## config.mk

```make
export PLATFORM = sky130hd
export DESIGN_NAME = shuttle_motor_controller
export DESIGN_NICKNAME = d
export VERILOG_FILES = /design/src/hdl/smc_pkg.sv /design/src/hdl/shuttle_motor_controller.sv
export SDC_FILE = /design/constraint.sdc
export NUM_CORES = 1
export LEC_CHECK = 0
export BUFFER_PORTS_ARGS = -buffer_cell sky130_fd_sc_hd__buf_2
export CORE_ASPECT_RATIO = 1.5
export CORE_MARGIN = 3
export CORE_UTILIZATION = 50
export CTS_CLUSTER_SIZE = 40
export DETAILED_ROUTE_END_ITERATION = 8
export GPL_ROUTABILITY_DRIVEN = 1
export PLACE_DENSITY = 0.69
export SLEW_MARGIN = 20
export SYNTH_ARGS = -nofsm -noshare
export SYNTH_HDL_FRONTEND = slang
export SYNTH_SLANG_ARGS = --single-unit
```

## constraint.sdc

```tcl
create_clock -name clk_i -period 24.2 [get_ports clk_i]
set_input_delay 2.42 -clock clk_i [delete_from_list [all_inputs] [get_ports clk_i]]
set_output_delay 2.42 -clock clk_i [all_outputs]
set_load 0.02 [all_outputs]
```

## src/hdl/smc_pkg.sv

```systemverilog
// types and constants of the shuttle motor controller
// used by shuttle_motor_controller and smc_checker
package smc_pkg;

  localparam int unsigned ADC_BITS_DEFAULT = 10;
  localparam int unsigned CUR_LEVEL_W      = 10;
  localparam int unsigned LAMP_W           = 24;
  localparam int unsigned HOLDOFF_W        = 4;
  localparam int unsigned WINDOW_W         = 8;
  localparam int unsigned CFG_IDX_W        = 2;

  localparam logic [LAMP_W-1:0]    LAMP_PERIOD_RESET = LAMP_W'(15 * 60 * 1000);
  localparam logic [HOLDOFF_W-1:0] HOLDOFF_RESET     = HOLDOFF_W'(3);
  localparam logic [WINDOW_W-1:0]  WINDOW_RESET      = WINDOW_W'(2);

  localparam logic [CFG_IDX_W-1:0] CFG_LAMP_PERIOD    = 2'd0;
  localparam logic [CFG_IDX_W-1:0] CFG_TOUCH_HOLDOFF  = 2'd1;
  localparam logic [CFG_IDX_W-1:0] CFG_CURRENT_WINDOW = 2'd2;

  localparam logic OP_POLL = 1'b0;
  localparam logic OP_TICK = 1'b1;

  typedef enum logic [2:0] {
    MODE_INIT     = 3'd0,
    MODE_AT_A     = 3'd1,
    MODE_AT_B     = 3'd2,
    MODE_A_TO_B   = 3'd3,
    MODE_B_TO_A   = 3'd4,
    MODE_AB_PAUSE = 3'd5,
    MODE_BA_PAUSE = 3'd6
  } mode_e;

  typedef struct packed {
    logic                   op;
    logic                   touch;
    logic                   switch_a;
    logic                   switch_b;
    logic                   switch_c;
    logic [CUR_LEVEL_W-1:0] current_level;
  } in_item_t;

  typedef struct packed {
    logic       relay_toward_a;
    logic       relay_toward_b;
    logic       lamp_on;
    logic       led_a_lit;
    logic       beep;
    logic [2:0] run_state;
    logic       current_event;
  } out_item_t;

endpackage

```

## src/hdl/shuttle_motor_controller.sv

```systemverilog
// shuttle motor controller: relay state machine, touch holdoff, current watchdog, lamp timer
// depends on smc_pkg
// the result of an accepted input transaction is registered in the output register
// throughput: one transaction per cycle, limited only by the single output register
// the output register frees in the cycle it is taken, so input ready follows output ready
// reset: asynchronous, active low; state, config and output valid reset, not output data
module shuttle_motor_controller
  import smc_pkg::*;
#(
  parameter int unsigned ADC_BITS = ADC_BITS_DEFAULT
) (
  input  logic                 clk_i,
  input  logic                 rst_ni,
  input  logic                 in_valid_i,
  output logic                 in_ready_o,
  input  in_item_t             in_data_i,
  output logic                 out_valid_o,
  input  logic                 out_ready_i,
  output out_item_t            out_data_o,
  input  logic                 cfg_valid_i,
  output logic                 cfg_ready_o,
  input  logic [CFG_IDX_W-1:0] cfg_index_i,
  input  logic [LAMP_W-1:0]    cfg_data_i
);

  localparam int unsigned CUR_W = (ADC_BITS < CUR_LEVEL_W) ? ADC_BITS : CUR_LEVEL_W;
  localparam int unsigned CMP_W = ((CUR_W > WINDOW_W) ? CUR_W : WINDOW_W) + 1;

  logic [LAMP_W-1:0]    lamp_period_q;
  logic [HOLDOFF_W-1:0] touch_holdoff_q;
  logic [WINDOW_W-1:0]  current_window_q;

  mode_e                mode_q, mode_d;
  logic                 drive_a_q, drive_a_d;
  logic                 drive_b_q, drive_b_d;
  logic                 lamp_q, lamp_d;
  logic                 timer_idle_q, timer_idle_d;
  logic [LAMP_W-1:0]    lamp_count_q, lamp_count_d;
  logic [CUR_W-1:0]     baseline_q, baseline_d;
  logic                 touch_locked_q, touch_locked_d;
  logic [HOLDOFF_W-1:0] holdoff_left_q, holdoff_left_d;
  logic                 led_a_q, led_a_d;

  logic                 out_valid_q;
  out_item_t            out_data_q, out_data_d;
  logic                 in_accept;
  logic                 beep_d, event_d;
  logic [CUR_W-1:0]     cur;
  logic [CMP_W-1:0]     hi, lo;

  assign cfg_ready_o = 1'b1;
  assign in_ready_o  = !out_valid_q || out_ready_i;
  assign in_accept   = in_valid_i && in_ready_o;
  assign out_valid_o = out_valid_q;
  assign out_data_o  = out_data_q;
  assign cur         = in_data_i.current_level[CUR_W-1:0];

  always_ff @(posedge clk_i or negedge rst_ni) begin
    if (!rst_ni) begin
      lamp_period_q    <= LAMP_PERIOD_RESET;
      touch_holdoff_q  <= HOLDOFF_RESET;
      current_window_q <= WINDOW_RESET;
    end else if (cfg_valid_i) begin
      unique case (cfg_index_i)
        CFG_LAMP_PERIOD:    lamp_period_q    <= cfg_data_i;
        CFG_TOUCH_HOLDOFF:  touch_holdoff_q  <= cfg_data_i[HOLDOFF_W-1:0];
        CFG_CURRENT_WINDOW: current_window_q <= cfg_data_i[WINDOW_W-1:0];
        default: ;
      endcase
    end
  end

  always_comb begin
    mode_d         = mode_q;
    drive_a_d      = drive_a_q;
    drive_b_d      = drive_b_q;
    lamp_d         = lamp_q;
    timer_idle_d   = timer_idle_q;
    lamp_count_d   = lamp_count_q;
    baseline_d     = baseline_q;
    touch_locked_d = touch_locked_q;
    holdoff_left_d = holdoff_left_q;
    led_a_d        = led_a_q;
    beep_d         = 1'b0;
    event_d        = 1'b0;
    hi             = '0;
    lo             = '0;

    if (in_data_i.op == OP_TICK) begin
      if (!timer_idle_d) begin
        lamp_count_d = lamp_count_d + LAMP_W'(1);
        if (lamp_count_d >= lamp_period_q) begin
          lamp_count_d = '0;
          if (lamp_d) begin
            lamp_d       = 1'b0;
            timer_idle_d = 1'b1;
          end else begin
            lamp_d = 1'b1;
          end
        end
      end
    end else begin
      // holdoff countdown
      if (holdoff_left_d > touch_holdoff_q) holdoff_left_d = touch_holdoff_q;
      if (holdoff_left_d == '0) touch_locked_d = 1'b0;
      else holdoff_left_d = holdoff_left_d - HOLDOFF_W'(1);

      if (in_data_i.touch && !touch_locked_d) begin
        touch_locked_d = 1'b1;
        holdoff_left_d = touch_holdoff_q;
        beep_d         = 1'b1;
        unique case (mode_d)
          MODE_AT_A, MODE_BA_PAUSE: begin
            mode_d       = (mode_d == MODE_AT_A) ? MODE_A_TO_B : MODE_B_TO_A;
            drive_a_d    = 1'b0;
            drive_b_d    = 1'b1;
            baseline_d   = cur;
            timer_idle_d = 1'b1;
          end
          MODE_AT_B, MODE_AB_PAUSE: begin
            mode_d       = (mode_d == MODE_AT_B) ? MODE_B_TO_A : MODE_A_TO_B;
            drive_a_d    = 1'b1;
            drive_b_d    = 1'b0;
            baseline_d   = cur;
            timer_idle_d = 1'b1;
          end
          MODE_A_TO_B, MODE_B_TO_A: begin
            mode_d = (mode_d == MODE_A_TO_B) ? MODE_AB_PAUSE : MODE_BA_PAUSE;
            if (timer_idle_d) begin
              lamp_count_d = '0;
              timer_idle_d = 1'b0;
            end
            drive_a_d  = 1'b0;
            drive_b_d  = 1'b0;
            baseline_d = '0;
          end
          default: ;
        endcase
      end

      // limit switches
      if (in_data_i.switch_a) begin
        if (timer_idle_d) begin
          lamp_count_d = '0;
          timer_idle_d = 1'b0;
        end
        drive_a_d  = 1'b0;
        drive_b_d  = 1'b0;
        baseline_d = '0;
        mode_d     = MODE_AT_A;
        led_a_d    = 1'b0;
      end else begin
        led_a_d = 1'b1;
      end

      if (in_data_i.switch_b) begin
        if (timer_idle_d) begin
          lamp_count_d = '0;
          timer_idle_d = 1'b0;
        end
        drive_a_d  = 1'b0;
        drive_b_d  = 1'b0;
        baseline_d = '0;
        mode_d     = MODE_AT_B;
      end

      if (!in_data_i.switch_c && mode_d == MODE_A_TO_B) begin
        mode_d       = MODE_B_TO_A;
        drive_a_d    = 1'b1;
        drive_b_d    = 1'b0;
        baseline_d   = cur;
        timer_idle_d = 1'b1;
      end

      // current watchdog, lower bound saturates at zero
      if (baseline_d != '0) begin
        hi = CMP_W'(baseline_d) + CMP_W'(current_window_q);
        lo = (CMP_W'(baseline_d) >= CMP_W'(current_window_q)) ?
             CMP_W'(baseline_d) - CMP_W'(current_window_q) : '0;
        if (CMP_W'(cur) > hi || CMP_W'(cur) < lo) begin
          event_d    = 1'b1;
          baseline_d = cur;
        end
      end

      if (event_d && mode_d == MODE_B_TO_A) begin
        mode_d       = MODE_A_TO_B;
        drive_a_d    = 1'b0;
        drive_b_d    = 1'b1;
        baseline_d   = cur;
        timer_idle_d = 1'b1;
      end
    end

    out_data_d.relay_toward_a = drive_a_d;
    out_data_d.relay_toward_b = drive_b_d;
    out_data_d.lamp_on        = lamp_d;
    out_data_d.led_a_lit      = led_a_d;
    out_data_d.beep           = beep_d;
    out_data_d.run_state      = mode_d;
    out_data_d.current_event  = event_d;
  end

  always_ff @(posedge clk_i or negedge rst_ni) begin
    if (!rst_ni) begin
      mode_q         <= MODE_INIT;
      drive_a_q      <= 1'b1;
      drive_b_q      <= 1'b0;
      lamp_q         <= 1'b0;
      timer_idle_q   <= 1'b1;
      lamp_count_q   <= '0;
      baseline_q     <= '0;
      touch_locked_q <= 1'b0;
      holdoff_left_q <= '0;
      led_a_q        <= 1'b0;
      out_valid_q    <= 1'b0;
    end else begin
      if (in_accept) begin
        mode_q         <= mode_d;
        drive_a_q      <= drive_a_d;
        drive_b_q      <= drive_b_d;
        lamp_q         <= lamp_d;
        timer_idle_q   <= timer_idle_d;
        lamp_count_q   <= lamp_count_d;
        baseline_q     <= baseline_d;
        touch_locked_q <= touch_locked_d;
        holdoff_left_q <= holdoff_left_d;
        led_a_q        <= led_a_d;
        out_valid_q    <= 1'b1;
      end else if (out_ready_i) begin
        out_valid_q <= 1'b0;
      end
    end
  end

  always_ff @(posedge clk_i) begin
    if (in_accept) out_data_q <= out_data_d;
  end

endmodule

```

==> flow_summary.toml <==
[synthesis]
async_sr_flop_fraction = 0.903
synth_area_leader = "sky130_fd_sc_hd__dfrtp_1"
prevailing_post_synth_register_cell = "sky130_fd_sc_hd__dfrtp_1"
syn_nets = 913
yosys.area.top_type_share = 0.241
avgSynthCellArea_sq_um = 8.90
seq_area_frac_synth = 0.338
synth_area_sq_um = 7070
netlist_instances = 795
yosys.cell_types.count = 74
flop_and_latch_count_out_of_synthesis = 93
synth-edff-count = 9
ys.warnings.count = 0
synthTopCellsByArea = "sky130_fd_sc_hd__dfrtp_1, sky130_fd_sc_hd__ha_1, sky130_fd_sc_hd__dfstp_2"

[global_route]
globalRoute.totalOverflow = 0
maximum_number_of_pins_on_one_net_before_global_route_repair = 57
first_global_vias = 6150
number_of_antenna_violations_at_the_first_check_in_global_routing = 1
grtUsageTotal = 0.238
grt_first_pass_wirelength_um = 29600

[power]
total_power_mw = 0.682
clockPowerShare = 0.220
leakagePower_nw = 3.62
net-switching-power_mw = 0.276
netSwitchingFraction = 0.405
pwr-share-seq = 0.315
p_per_area_nw_per_um2 = 87.8
internal_dissipation_mw = 0.406
comb_power_share = 0.466
peak_supply_drop_uv = 38.8

[hold_path]
timing.hold.worst_path_depth = 2
worst_hold_path_type = "flip-flop to flip-flop"
worstHoldStart = "drive_a_q$_DFFE_PN1P_"
endpoint_with_the_worst_hold_slack = "drive_a_q$_DFFE_PN1P_"

[placement]
placed_cell_area_sq_um = 7450
buffers_added_on_ports = 56
gp_routability_congestion = 0.879
dp.final_hpwl_um = 13600
dp.cells = 983

[timing]
worst_slew_pin_slew_ps = 1030
worst_clk_skew_ps = 10.7
unrepaired_setup_endpoints_after_global_routing = "false"
relative_slew_margins = 0.311
final_worst_path_cycle_share = 0.395
final-setup-viol-count = 0
timing_max_transition_violations_final = 0
finalSetupTns_ps = 0
final.min_clock_period_ps = 9570
achievable-frequency_ghz = 0.105
hold_viol = 0

[run]
timing.max_cap.violations = 0

[floorplan]
die_height_um = 152
core.rowCount = 52
die_w_um = 103
die_area_sq_um = 15600
start_util = 0.518
core_region_area_sq_um = 13700
pin_count = 58

[final_layout]
syn_to_final_growth_pct = 9.84
number_of_standard_cells_in_the_layout_taps_in_and_fillers_out = 1000
finalNetCount = 950
final_area_sq_um = 7770
post_route_cells_drive_above_1_share = 0.157
post_route_core_utilization = 0.568
fillers = 1182

[drt]
detail-route-antenna-nets = 0
avgViaCountPerCell = 5.98
wl_per_cell_um = 17.7
drt_pass_1_iters = 5
initialDrtViolationCount = 236
vias = 5975
remaining_drc_errors = 0
routed_wirelength_um = 17700

[critical_path]
r2r.worst_path.cells = 35
crit_required_ps = 24300
biggest_cell_delay_along_the_critical_path_ps = 650
reg2reg_to = "out_data_o[3]$_DFFE_PP_"
critical_path.max_fanout = 19
path_common_cell = "sky130_fd_sc_hd__ha_1"
timing.critical_path.slowest_stage_cell = "sky130_fd_sc_hd__o21ai_2"
reg2reg_setup_slack_ps = 14630
timing.critical_path.to_type = "flip-flop"
rr_startpoint = "touch_holdoff_q[1]$_DFFE_PN1P_"
critPathLaunchType = "flip-flop"
path_class = "flip-flop to flip-flop"
worst-endpoint-arrival_ps = 9670

[cts]
worstSkewPairLatency_ps = 340
post_cts_resized = 0
clock_tree.buffer_depth = 2
tritoncts.num_buffers = 9
cts_post_setup_buffers_inserted = 0
clk_pin_slew_ps = 70
cts_tree = "yes"
clockRootBuffer = "sky130_fd_sc_hd__clkbuf_16"
clock_sink_count = 93
post_cts_hold_buffer_count = 0
cts-htree-levels = 3

[run_status]
outcome = "finished clean"
==> critical path, delay by kind of cell (launching register included) <==
family                     cells  cell delay, ps
AOI/OAI and AO/OA             15            4070
and+or+nand+nor               12            2720
adders and majority gates      4            1160
muxes                          2             590
DFF                            1             550
buffers and inverters          2             200
==> cell type report <==
cell class | instances | area [sq um] | area share
multi-input cells | 600 | 4290 | 0.552
flip-flops and latches | 93 | 2390 | 0.308
repair buffers | 60 | 313 | 0.0403
inverters | 68 | 255 | 0.0329
clock buffers | 10 | 250 | 0.0322
well taps | 162 | 203 | 0.0261
clock inverters | 6 | 66.3 | 0.00854
diodes | 1 | 2.50 | 0.000322
==> per-layer routing <==
layer,vias up,wire length [um],global-route usage
met2,162,9370,0.426
met3,40,790,0.0307
li1,2909,-,-
met5,-,18,0
met4,2,613,0.109
met1,2862,6910,0.278
==> per-stage QoR <==
step,worst slack [ps],hold WS (ps)
after floorplan,16250,458
after global placement,15220,487
after detailed placement,14760,492
after CTS,14720,502
after global routing,13950,517
final,14630,500
==> power by group through the flow <==
stage / clock, mW / sequential (mW) / combinational (mW)
3_5_place_dp: 0 / 0.217 / 0.314
5_1_grt: 0.157 / 0.219 / 0.356
3_3_place_gp: 0 / 0.216 / 0.306
4_1_cts: 0.153 / 0.215 / 0.316
2_1_floorplan: 0 / 0.212 / 0.243
6_report: 0.150 / 0.215 / 0.318
==> synth_stat cells (all sizes together) (6+ instances only) <==
cell type  instances
edfxtp             9
and3              12
o211ai             7
o31ai             11
nor4               6
a211oi             7
mux2i             14
nor2              48
dfrtp             68
a21oi             49
a31oi             16
nand2b            13
xnor2             19
o21ai             58
nand4              8
dfstp             16
nor3               8
a22o              19
xor2              15
clkbuf            28
and2               7
ha                70
buf                6
mux2              17
nand2             82
inv               67
nand3             25
nor2b              7
a21o              19
==> registers in the layout, summed over array words and instances, names as in the netlist <==
name	flops
baseline_q	10
out_valid_o	1
led_a_q	1
lamp_q	1
lamp_period_q	24
current_window_q	8
lamp_count_q	24
holdoff_left_q	4
touch_locked_q	1
touch_holdoff_q	4
drive_a_q	1
timer_idle_q	1
drive_b_q	1
mode_q	3
out_data_o	9
==> cells by family after synthesis <==
group	after synthesis	synth area share
AOI/OAI and AO/OA	224	0.218
xor gates and xnor gates	34	0.0421
adders and majority gates	72	0.130
buffers and inverters	102	0.0575
DFF	93	0.338
muxes	31	0.0469
other	1	0.000530
and+or+nand+nor	238	0.167
==> worst max path at each step <==
stage / endpoint / start / slack, ps / cells past startpoint
floorplan: out_data_o[3]$_DFFE_PP_ / in_data_i[13] / 16250 / 31
global placement: out_data_o[3]$_DFFE_PP_ / in_data_i[13] / 15220 / 28
detailed placement: out_data_o[3]$_DFFE_PP_ / touch_holdoff_q[1]$_DFFE_PN1P_ / 14760 / 35
CTS: out_data_o[8]$_DFFE_PP_ / touch_holdoff_q[1]$_DFFE_PN1P_ / 14720 / 35
global route: out_data_o[8]$_DFFE_PP_ / touch_holdoff_q[1]$_DFFE_PN1P_ / 13950 / 36
finish: out_data_o[3]$_DFFE_PP_ / touch_holdoff_q[1]$_DFFE_PN1P_ / 14630 / 35
==> placed cells by master (no fill, tap or decap), drive strengths merged, types with 5 or more instances in the layout <==
master | netlist | routed
nor2b | 7 | 7
nand4 | 8 | 8
a21oi | 49 | 49
nor2 | 48 | 48
o31ai | 11 | 11
a211oi | 7 | 7
a22oi | 5 | 5
a22o | 19 | 19
a21o | 19 | 19
and3b | 5 | 5
nor4 | 6 | 6
o211ai | 7 | 7
clkbuf | 28 | 10
and3 | 12 | 12
xnor2 | 19 | 19
a211o | 5 | 5
o21a | 5 | 5
nor3 | 8 | 8
buf | 6 | 60
ha | 70 | 70
a31oi | 16 | 16
inv | 67 | 69
o21ai | 58 | 58
mux2i | 14 | 14
edfxtp | 9 | 9
xor2 | 15 | 15
nand2 | 82 | 82
and2 | 7 | 7
dfstp | 16 | 16
nand3 | 25 | 25
dfrtp | 68 | 68
mux2 | 17 | 17
nand2b | 13 | 13
Note: power is estimated with default switching activity, not from simulation.
